--- src/design/lscl_pkg.sv ---
// Shared constants, state type and update record for the sector cache lookup.
package lscl_pkg;

    localparam int SLOTS      = 8;
    localparam int SLOT_W     = $clog2(SLOTS);
    localparam int TAG_W      = 31;
    localparam int SLOT_OUT_W = 3;
    localparam int CNT_W      = 32;
    localparam int IN_TDATA_W  = 32;
    localparam int OUT_TDATA_W = 72;

    localparam logic [SLOT_W-1:0] LAST_POS = SLOT_W'(SLOTS - 1);

    typedef enum logic [1:0] {
        ST_IDLE,
        ST_READ,
        ST_CMP,
        ST_DONE
    } state_t;

    // Recency and valid update issued once per request
    typedef struct packed {
        logic              en;
        logic              fill;
        logic [SLOT_W-1:0] pos;
        logic [SLOT_W-1:0] slot;
    } upd_t;

endpackage

--- src/design/lscl_ram.sv ---
// Generic single-write, single-read RAM with registered read data.
module lscl_ram #(
    parameter int WIDTH = 8,
    parameter int DEPTH = 8
) (
    input  logic                     aclk,
    input  logic                     we,
    input  logic [$clog2(DEPTH)-1:0] waddr,
    input  logic [WIDTH-1:0]         wdata,
    input  logic                     re,
    input  logic [$clog2(DEPTH)-1:0] raddr,
    output logic [WIDTH-1:0]         rdata
);

    logic [WIDTH-1:0] mem [DEPTH];
    logic [WIDTH-1:0] rdata_reg;

    // Write port and registered read port
    always_ff @(posedge aclk) begin
        if (we) begin
            mem[waddr] <= wdata;
        end
        if (re) begin
            rdata_reg <= mem[raddr];
        end
    end

    assign rdata = rdata_reg;

endmodule

--- src/design/lscl_recency.sv ---
// Recency order of the slots and per-slot valid bits.
module lscl_recency (
    input  logic                      aclk,
    input  logic                      aresetn,
    input  logic [lscl_pkg::SLOT_W-1:0] rd_pos,
    input  lscl_pkg::upd_t            upd,
    output logic [lscl_pkg::SLOT_W-1:0] rd_slot,
    output logic                      rd_valid
);

    logic [lscl_pkg::SLOT_W-1:0] order_reg  [lscl_pkg::SLOTS];
    logic [lscl_pkg::SLOT_W-1:0] order_next [lscl_pkg::SLOTS];
    logic [lscl_pkg::SLOTS-1:0]  valid_reg;
    logic [lscl_pkg::SLOTS-1:0]  valid_next;

    // Look up the slot at the walk position
    assign rd_slot  = order_reg[rd_pos];
    assign rd_valid = valid_reg[rd_slot];

    // Move the chosen slot to the front, shift the ones ahead of it back
    always_comb begin
        for (int i = 0; i < lscl_pkg::SLOTS; i++) begin
            order_next[i] = order_reg[i];
        end
        if (upd.en) begin
            for (int i = 1; i < lscl_pkg::SLOTS; i++) begin
                if (lscl_pkg::SLOT_W'(i) <= upd.pos) begin
                    order_next[i] = order_reg[i-1];
                end
            end
            order_next[0] = upd.slot;
        end
    end

    // Mark a filled slot valid
    always_comb begin
        valid_next = valid_reg;
        if (upd.en && upd.fill) begin
            valid_next[upd.slot] = 1'b1;
        end
    end

    always_ff @(posedge aclk) begin
        if (!aresetn) begin
            for (int i = 0; i < lscl_pkg::SLOTS; i++) begin
                order_reg[i] <= lscl_pkg::SLOT_W'(i);
            end
            valid_reg <= '0;
        end else begin
            for (int i = 0; i < lscl_pkg::SLOTS; i++) begin
                order_reg[i] <= order_next[i];
            end
            valid_reg <= valid_next;
        end
    end

endmodule

--- src/design/lru_sector_cache_lookup.sv ---
// Fully associative LRU sector cache lookup: walks the recency order, reports slot and hit.
//
// Each request beat carries a sector number; the block walks the slots from most to
// least recently used, stopping at the first valid slot whose tag matches (hit) or at
// the first empty slot (miss), else taking the least recent slot (miss). The chosen
// slot moves to the front and, on a miss, takes the sector as its new tag. A walk
// reads from zero to SLOTS tags, each from the single read port of the tag RAM, one
// read and one compare per slot, and the result can wait for the output register to
// free up. One request is in flight at a time; the next request is taken while the
// previous result still waits in the output register. Tags live in a RAM with no
// reset; valid bits clear and the recency order returns to slot index order at
// reset, so the block is ready right after reset. The result beat also carries
// wrapping 32-bit hit and miss totals that include the current request.
module lru_sector_cache_lookup (
    input  logic                               aclk,
    input  logic                               aresetn,
    input  logic                               s_tvalid,
    output logic                               s_tready,
    input  logic [lscl_pkg::IN_TDATA_W-1:0]    s_tdata,   // [30:0] sector_number
    output logic                               m_tvalid,
    input  logic                               m_tready,
    // [2:0] slot, [3] hit, [35:4] hit_total, [67:36] miss_total
    output logic [lscl_pkg::OUT_TDATA_W-1:0]   m_tdata
);

    lscl_pkg::state_t state_reg, state_next;

    logic [lscl_pkg::TAG_W-1:0]  sector_reg, sector_next;
    logic [lscl_pkg::SLOT_W-1:0] pos_reg, pos_next;
    logic [lscl_pkg::SLOT_W-1:0] slot_reg, slot_next;
    logic                        hit_reg, hit_next;
    logic [lscl_pkg::CNT_W-1:0]  hit_cnt_reg, hit_cnt_next;
    logic [lscl_pkg::CNT_W-1:0]  miss_cnt_reg, miss_cnt_next;

    logic                            m_tvalid_reg, m_tvalid_next;
    logic [lscl_pkg::SLOT_OUT_W-1:0] m_slot_reg, m_slot_next;
    logic                            m_hit_reg, m_hit_next;
    logic [lscl_pkg::CNT_W-1:0]      m_hit_tot_reg, m_hit_tot_next;
    logic [lscl_pkg::CNT_W-1:0]      m_miss_tot_reg, m_miss_tot_next;

    logic [lscl_pkg::SLOT_W-1:0] rd_slot;
    logic                        rd_valid;
    logic [lscl_pkg::TAG_W-1:0]  tag_rdata;
    lscl_pkg::upd_t              upd;

    logic tag_match;
    logic out_free;
    logic cap_in;
    logic rd_issue;
    logic empty_found;
    logic match_found;
    logic walk_end;
    logic advance;
    logic commit;

    logic [lscl_pkg::SLOT_OUT_W+lscl_pkg::SLOT_W-1:0] slot_ext;

    // Recency order and valid bits
    lscl_recency u_recency (
        .aclk     (aclk),
        .aresetn  (aresetn),
        .rd_pos   (pos_reg),
        .upd      (upd),
        .rd_slot  (rd_slot),
        .rd_valid (rd_valid)
    );

    // Tag store; the write at commit lands before the next read can issue
    lscl_ram #(
        .WIDTH (lscl_pkg::TAG_W),
        .DEPTH (lscl_pkg::SLOTS)
    ) u_tag_ram (
        .aclk  (aclk),
        .we    (commit && !hit_reg),
        .waddr (slot_reg),
        .wdata (sector_reg),
        .re    (rd_issue),
        .raddr (rd_slot),
        .rdata (tag_rdata)
    );

    assign tag_match = (tag_rdata == sector_reg);
    assign out_free  = !m_tvalid_reg || m_tready;

    // Next state
    always_comb begin
        state_next = state_reg;
        case (state_reg)
            lscl_pkg::ST_IDLE: begin
                if (s_tvalid) begin
                    state_next = lscl_pkg::ST_READ;
                end
            end
            lscl_pkg::ST_READ: begin
                state_next = rd_valid ? lscl_pkg::ST_CMP : lscl_pkg::ST_DONE;
            end
            lscl_pkg::ST_CMP: begin
                if (tag_match || pos_reg == lscl_pkg::LAST_POS) begin
                    state_next = lscl_pkg::ST_DONE;
                end else begin
                    state_next = lscl_pkg::ST_READ;
                end
            end
            lscl_pkg::ST_DONE: begin
                if (out_free) begin
                    state_next = lscl_pkg::ST_IDLE;
                end
            end
            default: state_next = lscl_pkg::ST_IDLE;
        endcase
    end

    // Control outputs
    always_comb begin
        s_tready    = 1'b0;
        cap_in      = 1'b0;
        rd_issue    = 1'b0;
        empty_found = 1'b0;
        match_found = 1'b0;
        walk_end    = 1'b0;
        advance     = 1'b0;
        commit      = 1'b0;
        case (state_reg)
            lscl_pkg::ST_IDLE: begin
                s_tready = 1'b1;
                cap_in   = s_tvalid;
            end
            lscl_pkg::ST_READ: begin
                rd_issue    = rd_valid;
                empty_found = !rd_valid;
            end
            lscl_pkg::ST_CMP: begin
                match_found = tag_match;
                walk_end    = !tag_match && (pos_reg == lscl_pkg::LAST_POS);
                advance     = !tag_match && (pos_reg != lscl_pkg::LAST_POS);
            end
            lscl_pkg::ST_DONE: begin
                commit = out_free;
            end
            default: begin
                s_tready = 1'b0;
            end
        endcase
    end

    // Walk datapath and counters
    always_comb begin
        sector_next   = cap_in ? s_tdata[lscl_pkg::TAG_W-1:0] : sector_reg;
        pos_next      = pos_reg;
        slot_next     = (state_reg == lscl_pkg::ST_READ) ? rd_slot : slot_reg;
        hit_next      = hit_reg;
        hit_cnt_next  = hit_cnt_reg;
        miss_cnt_next = miss_cnt_reg;
        if (cap_in) begin
            pos_next = '0;
        end else if (advance) begin
            pos_next = pos_reg + lscl_pkg::SLOT_W'(1);
        end
        if (cap_in || empty_found || walk_end) begin
            hit_next = 1'b0;
        end else if (match_found) begin
            hit_next = 1'b1;
        end
        if (commit) begin
            if (hit_reg) begin
                hit_cnt_next = hit_cnt_reg + lscl_pkg::CNT_W'(1);
            end else begin
                miss_cnt_next = miss_cnt_reg + lscl_pkg::CNT_W'(1);
            end
        end
    end

    assign upd.en   = commit;
    assign upd.fill = !hit_reg;
    assign upd.pos  = pos_reg;
    assign upd.slot = slot_reg;

    assign slot_ext = {{lscl_pkg::SLOT_OUT_W{1'b0}}, slot_reg};

    // Output register: load on commit, drop once the beat is taken
    always_comb begin
        m_tvalid_next   = m_tvalid_reg;
        m_slot_next     = m_slot_reg;
        m_hit_next      = m_hit_reg;
        m_hit_tot_next  = m_hit_tot_reg;
        m_miss_tot_next = m_miss_tot_reg;
        if (commit) begin
            m_tvalid_next   = 1'b1;
            m_slot_next     = slot_ext[lscl_pkg::SLOT_OUT_W-1:0];
            m_hit_next      = hit_reg;
            m_hit_tot_next  = hit_cnt_next;
            m_miss_tot_next = miss_cnt_next;
        end else if (m_tready) begin
            m_tvalid_next = 1'b0;
        end
    end

    always_ff @(posedge aclk) begin
        if (!aresetn) begin
            state_reg    <= lscl_pkg::ST_IDLE;
            hit_cnt_reg  <= '0;
            miss_cnt_reg <= '0;
            m_tvalid_reg <= 1'b0;
        end else begin
            state_reg    <= state_next;
            hit_cnt_reg  <= hit_cnt_next;
            miss_cnt_reg <= miss_cnt_next;
            m_tvalid_reg <= m_tvalid_next;
        end
    end

    always_ff @(posedge aclk) begin
        sector_reg     <= sector_next;
        pos_reg        <= pos_next;
        slot_reg       <= slot_next;
        hit_reg        <= hit_next;
        m_slot_reg     <= m_slot_next;
        m_hit_reg      <= m_hit_next;
        m_hit_tot_reg  <= m_hit_tot_next;
        m_miss_tot_reg <= m_miss_tot_next;
    end

    assign m_tvalid = m_tvalid_reg;
    assign m_tdata  = lscl_pkg::OUT_TDATA_W'({m_miss_tot_reg, m_hit_tot_reg, m_hit_reg,
                                              m_slot_reg});

    // The walk never runs past the least recent position
    assert property (@(posedge aclk) disable iff (!aresetn)
        (state_reg == lscl_pkg::ST_CMP && pos_reg == lscl_pkg::LAST_POS)
            |=> state_reg == lscl_pkg::ST_DONE)
        else $error("walk continued past last position");

    // An empty slot ends the walk as a miss
    assert property (@(posedge aclk) disable iff (!aresetn)
        (state_reg == lscl_pkg::ST_READ && !rd_valid)
            |=> (state_reg == lscl_pkg::ST_DONE && !hit_reg))
        else $error("empty slot not taken as a miss");

    // A committed miss bumps the miss count by one and leaves the hit count
    assert property (@(posedge aclk) disable iff (!aresetn)
        (commit && !hit_reg)
            |=> (miss_cnt_reg == $past(miss_cnt_reg) + lscl_pkg::CNT_W'(1))
                && $stable(hit_cnt_reg))
        else $error("miss count update wrong");

    // Every commit presents a result beat
    assert property (@(posedge aclk) disable iff (!aresetn)
        commit |=> (m_tvalid_reg && state_reg == lscl_pkg::ST_IDLE))
        else $error("commit without result beat");

endmodule

--- config.mk ---
export PLATFORM = sky130hd
export DESIGN_NAME = lru_sector_cache_lookup
export DESIGN_NICKNAME = d
export VERILOG_FILES = /design/src/design/lscl_pkg.sv /design/src/design/lscl_ram.sv /design/src/design/lscl_recency.sv /design/src/design/lru_sector_cache_lookup.sv
export SDC_FILE = /design/constraint.sdc
export NUM_CORES = 1
export LEC_CHECK = 0
export ABC_AREA = 1
export BUFFER_PORTS_ARGS = -buffer_cell sky130_fd_sc_hd__buf_2
export CAP_MARGIN = 20
export CORE_ASPECT_RATIO = 0.5
export CORE_MARGIN = 2
export CORE_UTILIZATION = 55
export DETAILED_ROUTE_END_ITERATION = 10
export GPL_TIMING_DRIVEN = 0
export PLACE_DENSITY = 0.82
export SYNTH_ARGS = -nofsm -noshare
export SYNTH_HDL_FRONTEND = slang
export SYNTH_SLANG_ARGS = --single-unit
--- constraint.sdc ---
create_clock -name aclk -period 4.4 [get_ports aclk]
set_input_delay 0.44 -clock aclk [delete_from_list [all_inputs] [get_ports aclk]]
set_output_delay 0.44 -clock aclk [all_outputs]
set_load 0.03 [all_outputs]
## Word-level counts from Yosys, hierarchy flattened

Memory sizes are Yosys's and may differ from the RTL's. A register that Yosys moved wholly into a read port is not among the register bits.
Cells that the tools add are included.

- Mux-type cells: 45
- Bitwise gates (word level): 9
- Reduce and logical (&&, ||, !) cells: 16
- Equality and inequality tests: 10
- $add $sub $neg: 3
- $lt $le $gt $ge: 10

Operators with widths:

| operator | number |
|---|---|
| $mux W32 | 4 |
| $add A32 B1 Y32 const B | 2 |
| $mux W3 | 17 |
| $eq A31 B31 Y1 | 1 |
| $mux W24 | 1 |
| $mux W1 | 17 |
| $le A3 B3 Y1 const A | 4 |
| $lt A3 B4 Y1 const B | 2 |
| $or A1 B1 Y1 | 8 |
| $or A8 B8 Y8 | 1 |
| $pmux W2 S4 | 1 |
| $le A2 B3 Y1 const A | 2 |
| $mux W2 | 3 |
| $ne A2 B2 Y1 const B | 3 |
| $eq A2 B2 Y1 const B | 2 |
| $logic_and A1 B1 Y1 | 4 |
| $logic_not A1 Y1 | 4 |
| $logic_or A1 B1 Y1 | 4 |
| $add A3 B1 Y3 const B | 1 |
| $bmux W1 S3 | 1 |
| $demux W1 S3 | 1 |
| $eq A3 B3 Y1 const B | 1 |
| $ge A3 B1 Y1 const B | 1 |
| $le A1 B3 Y1 const A | 1 |
| 7 further kinds | 7 |

- Memories kept: 2
- Output and inout port bits: 74
- Bits of input ports: 36
- Bits in registers: 181
- RAM bits: 272
- Word-level logic and storage cells: 108

Memory list:

| memory | depth | bits a word | rd ports | clocked after memory_dff | wr ports | RTL line | RTL |
|---|---|---|---|---|---|---|---|
| u_tag_ram.mem | 8 | 31 | 1 | 1 | 1 | lscl_ram.sv:15 | `logic [WIDTH-1:0] mem [DEPTH];` |
| u_recency.order_reg | 8 | 3 | 8 | 1 | 8 | lscl_recency.sv:11 | `logic [lscl_pkg::SLOT_W-1:0] order_reg [lscl_pkg::SLOTS];` |

## Longest topological paths before layout

Gate-level depths: netlist of the first run.

- Depth after elaboration: 6
- Gate-level depth with buffers: 14
- Gate-level depth less buffers: 14

## Hierarchy

Synthesis of the first run repeated with hierarchy kept, for this count alone.

- Cell total of the unflattened synthesis: 2130
- Area, all modules: 20931.3 sq um

Modules (own cells, without submodules):

| module | sequential area each (sq um) | cells each | times used | area an instance (sq um) |
|---|---|---|---|---|
| lscl_ram | 8378.0 | 1120 | 1 | 11787.6 |
| lru_sector_cache_lookup | 4484.3 | 792 | 1 | 7596.0 |
| lscl_recency | 670.6 | 218 | 1 | 1547.7 |

## Worst setup path after synthesis of the first run

Ideal clock, no wire load.

- Path kind: flip-flop to flip-flop
- From: reg m_tvalid_reg (netlist: m_tvalid)
- To: mem u_tag_ram.mem[4][0] (netlist name) (enable)
- Setup slack: -0.146 ns
- Stages on the path, launching flop included: 7
- Data required time: 3.900 ns
- Setup time: 0.500 ns
- Buffers on the path: 1
- Data arrival time: 4.046 ns
- Clock period less this slack: 4.546 ns
- Cells stage by stage: dfxtp_1 -> inv_1 -> nor2_1 -> nor2_4 -> nand2_4 -> clkbuf_1 -> nor4_1

- Longest elaborated chain between the ends: 6

RTL lines:

| what | RTL line | RTL |
|---|---|---|
| start, declared | lru_sector_cache_lookup.sv:35 | `logic m_tvalid_reg, m_tvalid_next;` |
| start signal, assigned | lru_sector_cache_lookup.sv:208 | `m_tvalid_reg <= m_tvalid_next;` |
| $logic_not A1 Y1 | lru_sector_cache_lookup.sv:83 | `assign out_free = !m_tvalid_reg \|\| m_tready;` |
| $logic_or A1 B1 Y1 | lru_sector_cache_lookup.sv:83 |  |
| $mux W1 | lru_sector_cache_lookup.sv:123 | `case (state_reg)` |
| $logic_and A1 B1 Y1 | lru_sector_cache_lookup.sv:74 | `.we (commit && !hit_reg),` |
| $mux W1 | lscl_ram.sv:20 | `if (we) begin` |
| $mux W1 (implied by the code) | lscl_ram.sv:21 | `mem[waddr] <= wdata;` |
| end, declared | lscl_ram.sv:15 |  |

Every way passes these cells.

## Worst setup path in the final report of the first run

- From: reg state_reg[1]
- To: mem u_tag_ram.mem[3][6] (netlist name) (enable)

- Longest elaborated chain between the ends: 5

RTL lines:

| what | RTL line | RTL |
|---|---|---|
| start, declared | lru_sector_cache_lookup.sv:26 | `lscl_pkg::state_t state_reg, state_next;` |
| start signal, assigned | lru_sector_cache_lookup.sv:200 | `state_reg <= lscl_pkg::ST_IDLE;` |
| start signal, assigned | lru_sector_cache_lookup.sv:205 | `state_reg <= state_next;` |
| $eq A2 B2 Y1 | lru_sector_cache_lookup.sv:123 |  |
| $mux W1 | lru_sector_cache_lookup.sv:123 |  |
| $logic_and A1 B1 Y1 | lru_sector_cache_lookup.sv:74 |  |
| $mux W1 | lscl_ram.sv:20 |  |
| $mux W1 (implied by the code) | lscl_ram.sv:21 |  |

Every way passes these cells.

==> flow_metrics.tcl, run 1 <==
set metrics [dict create \
    root_buffer "clkbuf_16" \
    crit_family "simple AND/OR/NAND/NOR gates" \
    power_density_nw_per_um2 428 \
    initial_core_util 0.557 \
    syn_avg_cell_area_um2 11.0 \
    vias 14100 \
    min_path_type "in2reg" \
    max_cap_viol_count 0 \
    grt_overflow 0 \
    path_common_cell "buf_4" \
    use_met3 0.0443 \
    synth-main-ff-cell "edfxtp_1" \
    top_usage_layer "met2" \
    hold_ws_ns 0.0423 \
    ios 110 \
    path_max_fanout 10 \
    setup.worst_path.class "reg2reg" \
    clock_skew_ns 0.0168 \
    hold_viol 0 \
    dp_slack_ns 1.38 \
    cp.required_ns 4.67 \
    core_area_um2 35900 \
    wl_per_cell_um 18.5 \
    r2r_setup_slack_ns 1.35 \
    grt_usage 0.246 \
    path_buf_inv 4 \
    cts_setup_buffers 0 \
    finalSetupViolCount 0 \
    synthDistinctLibCells 43 \
    crit_end "u_tag_ram.mem[3][6]" \
    nets 2050 \
    grt_pass1_vias 13900 \
    cts_hold_buffers 0 \
    drtAntennaViolNets 0 \
    max_freq_mhz 328 \
    die_area_um2 37900 \
    die_w_um 273 \
    die_y_um 139 \
    numCtsBuffers 42 \
    clock_latency_ns 0.57 \
    cp-start-kind "register" \
    regMostFlops "u_tag_ram.mem" \
    tightest_slew_ns 1.03 \
    status "finished clean" \
    wl_um 46800 \
    cts_tree "built" \
    layout_common_cells "edfxtp_1, nor2_1, nand2_1" \
    yosysSeqAreaShare 0.681 \
    grt.met2_usage 0.414 \
    period_share 0.693 \
    crit_chain "nand2_2, nor2_4, nand2_4, clkbuf_1, nor4_2, buf_6, buf_4, buf_4" \
    drt_first_pass_iters 6 \
    end_kind "register" \
    grt_pass1_wl_um 73400 \
    cp_slowest_cell "nor4_2" \
    rr_worst_depth 8 \
    min_period_ns 3.05 \
    power_w 0.00979 \
    hpwl_um 31100 \
    async_flop_share 0 \
    met1_usage 0.321 \
    syn_inst 1816 \
    cp.arrival_ns 3.32 \
    synth_edf_count 384 \
    post_cts_resized 0 \
    yosys_register_bits 487 \
    cts_buffer_depth 3 \
    rsz0062_at_grt "false" \
    slew_headroom 0.308 \
    max_stage_delay_ns 0.85 \
    htreeDepth 2 \
    tns_ns 0 \
    r2r-start "state_reg[1]" \
    synth_area_um2 20000 \
    p_leak_nw 8.38 \
    antenna_found_initial 0 \
    port_buffers 104 \
    detail_route.vias_per_cell 5.58 \
    peakVddDrop_mv 0.306 \
    synth_warnings 0 \
    clkSlewWorstSetupHoldPaths_ns 0.07 \
    fp-row-count 49 \
    r2r_end "u_tag_ram.mem[3][6]" \
    antenna_cells 0 \
    setup_slack_ns 1.35 \
    layout_commonest_cell "edfxtp_1" \
    grt_max_degree 38 \
    place.gp.congestion 0.882 \
    cp.depth 8 \
    largest_reg_flops 248 \
    remaining_drc_errors 0 \
    cts_sinks 487 \
    drive_gt1_frac 0.138 \
    drtIter0Drc 1491 \
    crit_start "state_reg[1]" \
    drv_slew 0 \
    area_growth_pct 14.5 \
]
-- worst min-delay path by stage --
| stage | from | end | slack [ns] | cells after the start |
|---|---|---|---|---|
| 4_1_cts | s_tdata[0] | sector_reg[0] | 0.03 | 1 |
| 3_5_place_dp | hit_reg | m_hit_reg | 0.42 | 0 |
| 3_3_place_gp | hit_reg | m_hit_reg | 0.43 | 0 |
| 2_1_floorplan | hit_reg | m_hit_reg | 0.40 | 0 |
| 5_1_grt | s_tdata[22] | sector_reg[22] | 0.03 | 1 |
| 6_report | s_tdata[22] | sector_reg[22] | 0.04 | 1 |
-- cells by family after synthesis --
group / after synthesis / share of synthesized area
AND/OR/NAND/NOR: 736 / 0.159
flip-flops: 487 / 0.681
AO/OA/AOI/OAI: 299 / 0.0795
buffers and inverters: 217 / 0.0451
XOR/XNOR: 70 / 0.0311
adder cells (fa/ha/maj): 6 / 0.00376
other: 1 / 0.000188
-- final cells by class --
| type | count | area [um2] |
|---|---|---|
| fill | 2564 | 13000 |
| timing repair buffer | 145 | 907 |
| buffer | 72 | 358 |
| inverter | 145 | 544 |
| clock buffer | 57 | 1140 |
| tap | 484 | 606 |
| clock inverter | 21 | 166 |
| sequential | 487 | 13600 |
| multi-input combinational | 1115 | 5540 |
-- stage by stage --
step | util | instances | instance area (um2)
finish | 0.637 | 2526 | 22900
global route | 0.637 | 2526 | 22900
CTS | 0.637 | 2526 | 22900
detailed placement | 0.601 | 2448 | 21500
global placement | 0.588 | 2407 | 21100
floorplan | - | 1819 | 20000
-- metal layers --
metal	vias up	routed length (um)
li1	6589	-
met5	-	0
met4	0	1600
met1	6715	18800
met2	670	22700
met3	119	3710
-- synthesized netlist by cell type, types with 2 or more instances --
cell type / number / area, um2
or2_1: 2 / 12.5
nand2_1: 230 / 863
xor2_1: 43 / 377
ha_1: 6 / 75.1
nand3_1: 75 / 375
a21oi_1: 65 / 325
inv_1: 139 / 522
nor2_4: 4 / 45.0
nand3b_1: 6 / 45.0
buf_1: 2 / 7.51
nor2_1: 329 / 1230
o211ai_1: 2 / 15.0
o21ai_1: 30 / 150
nand4_1: 18 / 113
nor3_2: 4 / 40.0
or2_2: 5 / 31.3
inv_2: 6 / 22.5
buf_6: 2 / 22.5
o21ai_0: 167 / 836
nor3_1: 29 / 145
o21a_1: 31 / 233
dfxtp_1: 103 / 2060
xnor2_1: 26 / 228
buf_4: 13 / 97.6
nand3_2: 2 / 20.0
nor2_2: 2 / 12.5
nor4_1: 16 / 100
buf_2: 18 / 90.1
clkbuf_1: 37 / 139
nand2_2: 6 / 37.5
edfxtp_1: 384 / 11500
a211oi_1: 3 / 22.5
-- where the power goes --
part / switching [W] / internal (W)
sequential: 0.0000977 / 0.00510
clock: 0.00167 / 0.00190
combinational: 0.000718 / 0.000312
-- worst register-to-register path, stage by stage, from the launching register on --
cell and delay, ns:
dfxtp_1 0.39, nand2_2 0.13, nor2_4 0.25, nand2_4 0.18, clkbuf_1 0.34, nor4_2 0.86
buf_6 0.25, buf_4 0.18, buf_4 0.19
Power figures use the tool's default switching activity.
==> run 2, diff against run 1 <==
- ABC_AREA: 1 -> 0
- clock period: 4.4 -> 2.6 ns (I/O delays scaled with it)
==> flow_metrics.tcl, run 2 <==
set metrics [dict create \
    syn_avg_cell_area_um2 12.9 \
    cts_tree "built" \
    setup_slack_ns 0.00255 \
    synth_area_um2 19000 \
    min_period_ns 2.60 \
    max_freq_mhz 385 \
    synth_largest_area_cell "edfxtp_1" \
    port_buffers 103 \
    drive_gt1_frac 0.168 \
    yosysMostFrequentCell "edfxtp_1" \
    fp-row-count 48 \
    remaining_drc_errors 0 \
    grt_pass1_wl_um 65700 \
    design_area_um2 22500 \
    grt_max_degree 78 \
    layout_commonest_cell "edfxtp_1" \
    p_leak_nw 8.31 \
    synth-main-ff-cell "edfxtp_1" \
    layout_common_cells "edfxtp_1, nand2_1, nand3_1" \
    die_w_um 267 \
    htreeDepth 2 \
    drt_first_pass_iters 5 \
    regMostFlops "u_tag_ram.mem" \
    p_clk_frac 0.366 \
    period_share 0.999 \
    p_int_w 0.0128 \
    die_area_um2 36100 \
    hold_viol 0 \
    ios 110 \
    detail_route.vias_per_cell 5.72 \
    power_switching_w 0.00436 \
    area_growth_pct 18.7 \
    syn_inst 1467 \
    cts_buffer_depth 3 \
    synthTopCellsByArea "edfxtp_1, dfxtp_1, nand2_1, nand3_1, xor2_1" \
    synth_warnings 0 \
    synth_edf_count 384 \
    seq_power_share 0.508 \
    cp_slowest_cell "mux4_2" \
    power_density_nw_per_um2 763 \
    place.gp.congestion 0.795 \
    clock_latency_ns 0.57 \
    status "finished clean" \
    path_common_cell "mux2i_1" \
    cts_sinks 487 \
    max_cap_viol_count 0 \
    yosysSeqAreaShare 0.717 \
    finalSetupViolCount 0 \
    antenna_cells 0 \
    min_path_type "in2reg" \
    path_buf_inv 5 \
    initial_core_util 0.554 \
    grt_usage 0.239 \
    async_flop_share 0 \
    cp.arrival_ns 2.92 \
    dp_slack_ns -0.880 \
    synth_top_area_frac 0.608 \
    core_area_um2 34200 \
    max_stage_delay_ns 0.50 \
    slew_headroom 0.243 \
    hpwl_um 26800 \
    vias 12400 \
    grt_pass1_vias 12300 \
    tns_ns 0 \
    drv_slew 0 \
    antenna_found_initial 0 \
    clkSlewWorstSetupHoldPaths_ns 0.07 \
    grt_overflow 0 \
    numCtsBuffers 42 \
    drtIter0Drc 1320 \
    peakVddDrop_mv 0.522 \
    crit_chain "mux2i_1, mux4_2, buf_6, clkinv_4, buf_8, mux2i_1, mux2i_1, mux2i_2, nor3_4, clkbuf_16, clkbuf_16" \
    yosys_register_bits 487 \
    crit_family "multiplexers" \
    clock_skew_ns 0.0279 \
    drtAntennaViolNets 0 \
    synth_common_cells "edfxtp_1, nand2_1, nand3_1" \
    tightest_slew_ns 1.12 \
    nets 1721 \
    root_buffer "clkbuf_16" \
    rsz0062_at_grt "true" \
    wl_um 43200 \
    setup.worst_path.class "reg2reg" \
    cp.required_ns 2.92 \
    cp-start-kind "register" \
    path_max_fanout 8 \
    place_area_um2 20600 \
    die_y_um 135 \
    pwr-share-comb 0.126 \
    swShare 0.254 \
    synthDistinctLibCells 56 \
    wl_per_cell_um 20.0 \
    end_kind "register" \
    largest_reg_flops 248 \
]
## run 2: cell types whose count changed after synthesis, sizes merged, moves of 10 or more
cell and change:
a21oi -64, and2 +68, inv -130, mux2i +35
nand2 +96, nand3 +74, nor2 -301, nor2b +10
nor3 -15, o21a -23, o21ai -134, xor2 +16
## run 2: final cells by class
type / instances / area (um2)
plain buffers: 71 / 414
clock buffers: 59 / 1230
clock inverters: 18 / 146
fillers: 2256 / 11700
inverters: 16 / 68.8
multi-input cells: 895 / 5150
flip-flops and latches: 487 / 13600
well taps: 450 / 563
repair buffers: 166 / 1340
## run 2: path summary, 6_finish.rpt
check	start	slack, ns	endpoint	cells after the start
worst max-delay path	register	0.003	u_tag_ram.rdata[21]	11
worst min-delay path	aresetn	0.05	miss_cnt_reg[23]	3
worst max register to register	register	0.003	u_tag_ram.rdata[21]	11
worst min register to register	u_recency.valid_reg[2]	0.47	u_recency.valid_reg[2]	1
## run 2: what timing repair did
item / in CTS / in global routing
cloned: 0 / 1
setup endpoints to repair: 102 / 95
hold endpoints to repair: 31 / 0
pin swaps: 3 / 4
buffers inserted: 12 / 4
hold buffers: 31 / 0
gates resized for setup: 25 / 23
## run 2: worst register-to-register path: cells and delay by family, from the launching register on
kind	cells	cell delay (ns)
multiplexers	5	1.24
flip-flops	1	0.39
buffers and inverters	5	0.66
AND/OR/NAND/NOR	1	0.08
## run 2: through the flow
stage / power, W / cells / utilization / hold WS [ns]
2_1_floorplan: 0.0102 / 1470 / - / 0.359
3_3_place_gp: 0.0107 / 2023 / 0.591 / 0.436
3_5_place_dp: 0.0109 / 2039 / 0.602 / 0.438
4_1_cts: 0.0172 / 2159 / 0.656 / 0.0292
5_1_grt: 0.0177 / 2162 / 0.658 / 0.0534
6_report: 0.0172 / 2162 / 0.658 / 0.0527
## run 2: metal layers
| metal | share of wire | GRT usage | vias up |
|---|---|---|---|
| met2 | 0.49 | 0.409 | 658 |
| met1 | 0.39 | 0.309 | 5998 |
| met3 | 0.088 | 0.0463 | 108 |
| met5 | 0 | 0 | - |
| li1 | - | - | 5593 |
| met4 | 0.029 | 0.0871 | 0 |
## run 2: power groups by stage
stage	combinational (W)	clock [W]	sequential (W)
6_report	0.00216	0.00629	0.00873
5_1_grt	0.00234	0.00665	0.00874
4_1_cts	0.00213	0.00633	0.00871
3_5_place_dp	0.00198	0	0.00888
3_3_place_gp	0.00187	0	0.00887
2_1_floorplan	0.00125	0	0.00891
## run 2: kinds of logic (layout without fill, tap and decap cells)
family                     count (synthesis)  in the layout  synth area share
and+or+nand+nor                          664            664             0.163
adders and majority gates                  6              6           0.00396
AOI/OAI and AO/OA                         85             85            0.0255
muxes                                     42             42            0.0258
other                                      1              4          0.000198
DFF                                      487            487             0.717
buffers and inverters                     88            330            0.0215
xor gates and xnor gates                  94             94            0.0434
==> run 3, diff against run 2 <==
--- a/config.mk
+++ b/config.mk
@@ -13,2 +13,3 @@
 export CORE_UTILIZATION = 55
+export CTS_CLUSTER_SIZE = 12
 export DETAILED_ROUTE_END_ITERATION = 10
@@ -16,2 +17,3 @@
 export PLACE_DENSITY = 0.82
+export SETUP_SLACK_MARGIN = 0.02
 export SYNTH_ARGS = -nofsm -noshare
--- a/constraint.sdc
+++ b/constraint.sdc
@@ -3,2 +3,2 @@
 set_output_delay 0.26 -clock aclk [all_outputs]
-set_load 0.03 [all_outputs]
+set_load 0.05 [all_outputs]
==> flow_metrics.tcl, run 3 (same netlist as run 2, synthesis figures left out) <==
set metrics [dict create \
    max_stage_delay_ns 0.55 \
    vias 12500 \
    grt_overflow 0 \
    drt_first_pass_iters 5 \
    min_path_type "in2reg" \
    wl_um 43900 \
    antenna_found_initial 0 \
    swShare 0.254 \
    status "finished with violations" \
    cts_sinks 487 \
    tightest_slew_ns 0.855 \
    place.gp.congestion 0.814 \
    drtAntennaViolNets 0 \
    setup.worst_path.class "reg2reg" \
    peakVddDrop_mv 0.571 \
    path_max_fanout 9 \
    die_y_um 135 \
    regMostFlops "u_tag_ram.mem" \
    area_growth_pct 18.7 \
    fillers 2255 \
    antenna_cells 0 \
    htreeDepth 2 \
    crit_chain "xor2_1, nor4_1, nand4_1, o21ai_1, mux2i_1, nor2_1" \
    grt_pass1_vias 12100 \
    pwr-share-comb 0.130 \
    hold_ws_ns 0.0323 \
    cts_buffer_depth 3 \
    post-route-util 0.658 \
    grt_usage 0.237 \
    cp_slowest_cell "edfxtp_1" \
    design_area_um2 22500 \
    fin_cells 2166 \
    layout_common_cells "edfxtp_1, nand2_1, nand3_1" \
    power_switching_w 0.00435 \
    route.top_layer_used "met4" \
    finalSetupViolCount 2 \
    remaining_drc_errors 0 \
    violations "setup timing" \
    core_area_um2 34200 \
    max_cap_viol_count 0 \
    p_clk_frac 0.360 \
    multi_input_area_um2 5140 \
    p_leak_nw 8.30 \
    detail_route.vias_per_cell 5.76 \
    min_period_ns 2.62 \
    drt-met1-wl_um 16900 \
    tns_ns -0.0352 \
    grt_max_degree 78 \
    numCtsBuffers 46 \
    fp-row-count 48 \
    drv_slew 0 \
    cts_tree "built" \
    power_density_nw_per_um2 760 \
    die_area_um2 36100 \
    clock_latency_ns 0.57 \
    nets 1730 \
    clock_skew_ns 0.0214 \
    seq_power_share 0.510 \
    cp-start-kind "register" \
    post-place-cells 2040 \
    root_buffer "clkbuf_16" \
    layout_commonest_cell "edfxtp_1" \
    period_share 1.01 \
    max_freq_mhz 381 \
    largest_reg_flops 248 \
    cp.arrival_ns 3.06 \
    ios 110 \
    wl_met3_um 3940 \
    seqCellArea_um2 13600 \
    initial_core_util 0.554 \
    setup_slack_ns -0.0240 \
    clkSlewWorstSetupHoldPaths_ns 0.07 \
    wl_met2_um 21900 \
    port_buffers 103 \
    hold_viol 0 \
    rsz0062_at_grt "true" \
    drive_gt1_frac 0.161 \
    slew_headroom 0.430 \
    end_kind "register" \
    p_int_w 0.0128 \
    drtIter0Drc 1439 \
    grt_pass1_wl_um 65400 \
    hpwl_um 26300 \
    cp.required_ns 3.04 \
    die_w_um 267 \
    place_area_um2 20600 \
    wl_per_cell_um 20.3 \
]
run 3: cell count changes in the layout (fill, tap and decap cells not counted), moves of 3 or more:
| cell | before | now |
|---|---|---|
| buf_4 | 20 | 17 |
| buf_2 | 118 | 121 |
| clkbuf_2 | 17 | 11 |
| clkinv_1 | 6 | 0 |
| clkinv_2 | 9 | 1 |
| clkbuf_4 | 2 | 6 |
| clkbuf_8 | 8 | 2 |
| buf_12 | 3 | 6 |
| clkbuf_16 | 48 | 51 |
| clkbuf_1 | 32 | 50 |
run 3: final timing paths:
kind / startpoint / end / cells after the start / slack (ns)
hold reg to reg: u_recency.valid_reg[4] / u_recency.valid_reg[4] / 1 / 0.49
setup reg to reg: sector_reg[28] / pos_reg[2] / 6 / -0.02
setup / recovery: sector_reg[28] / pos_reg[2] / 6 / -0.02
hold / removal: aresetn / miss_cnt_reg[22] / 3 / 0.03
run 3: worst max-delay path, delay by kind of cell (launching register included):
kind,cells,cell delay (ns)
compound gates,1,0.45
xor+xnor,1,0.24
flops,1,0.55
mux,1,0.30
simple gates,3,0.96
run 3: final cells by class:
cell class              instances  area share
clock inverters                 1    0.000222
inverters                      16     0.00311
well taps                     450      0.0250
flip-flops and latches        487       0.604
clock buffers                  75      0.0588
multi-input cells             895       0.228
plain buffers                  71      0.0185
repair buffers                171      0.0618
run 3: stage by stage:
| step | setup slack [ns] | power, W |
|---|---|---|
| 6_report | -0.0240 | 0.0171 |
| 3_5_place_dp | -0.922 | 0.0109 |
| 2_1_floorplan | -0.237 | 0.0102 |
| 3_3_place_gp | -1.42 | 0.0108 |
| 5_1_grt | -0.0927 | 0.0176 |
| 4_1_cts | -0.0108 | 0.0170 |
run 3: timing repair:
action,4_1_cts,5_1_grt
pin swaps,3,4
cloned,0,1
hold buffers,32,0
resized for setup,25,29
endpoints found under the hold margin,32,0
setup endpoints to repair,98,105
setup buffers,12,4
run 3: layer usage:
| metal | up-vias | global-route usage |
|---|---|---|
| met3 | 113 | 0.0367 |
| met4 | 0 | 0.0827 |
| met1 | 6038 | 0.314 |
| met2 | 739 | 0.405 |
| li1 | 5596 | - |
| met5 | - | 0 |
run 3: power by group through the flow:
stage	clock network, W	logic (W)	registers (W)
final	0.00616	0.00223	0.00873
after floorplan	0	0.00126	0.00896
after global placement	0	0.00193	0.00887
after global routing	0.00648	0.00241	0.00874
after detailed placement	0	0.00202	0.00888
after CTS	0.00616	0.00215	0.00871
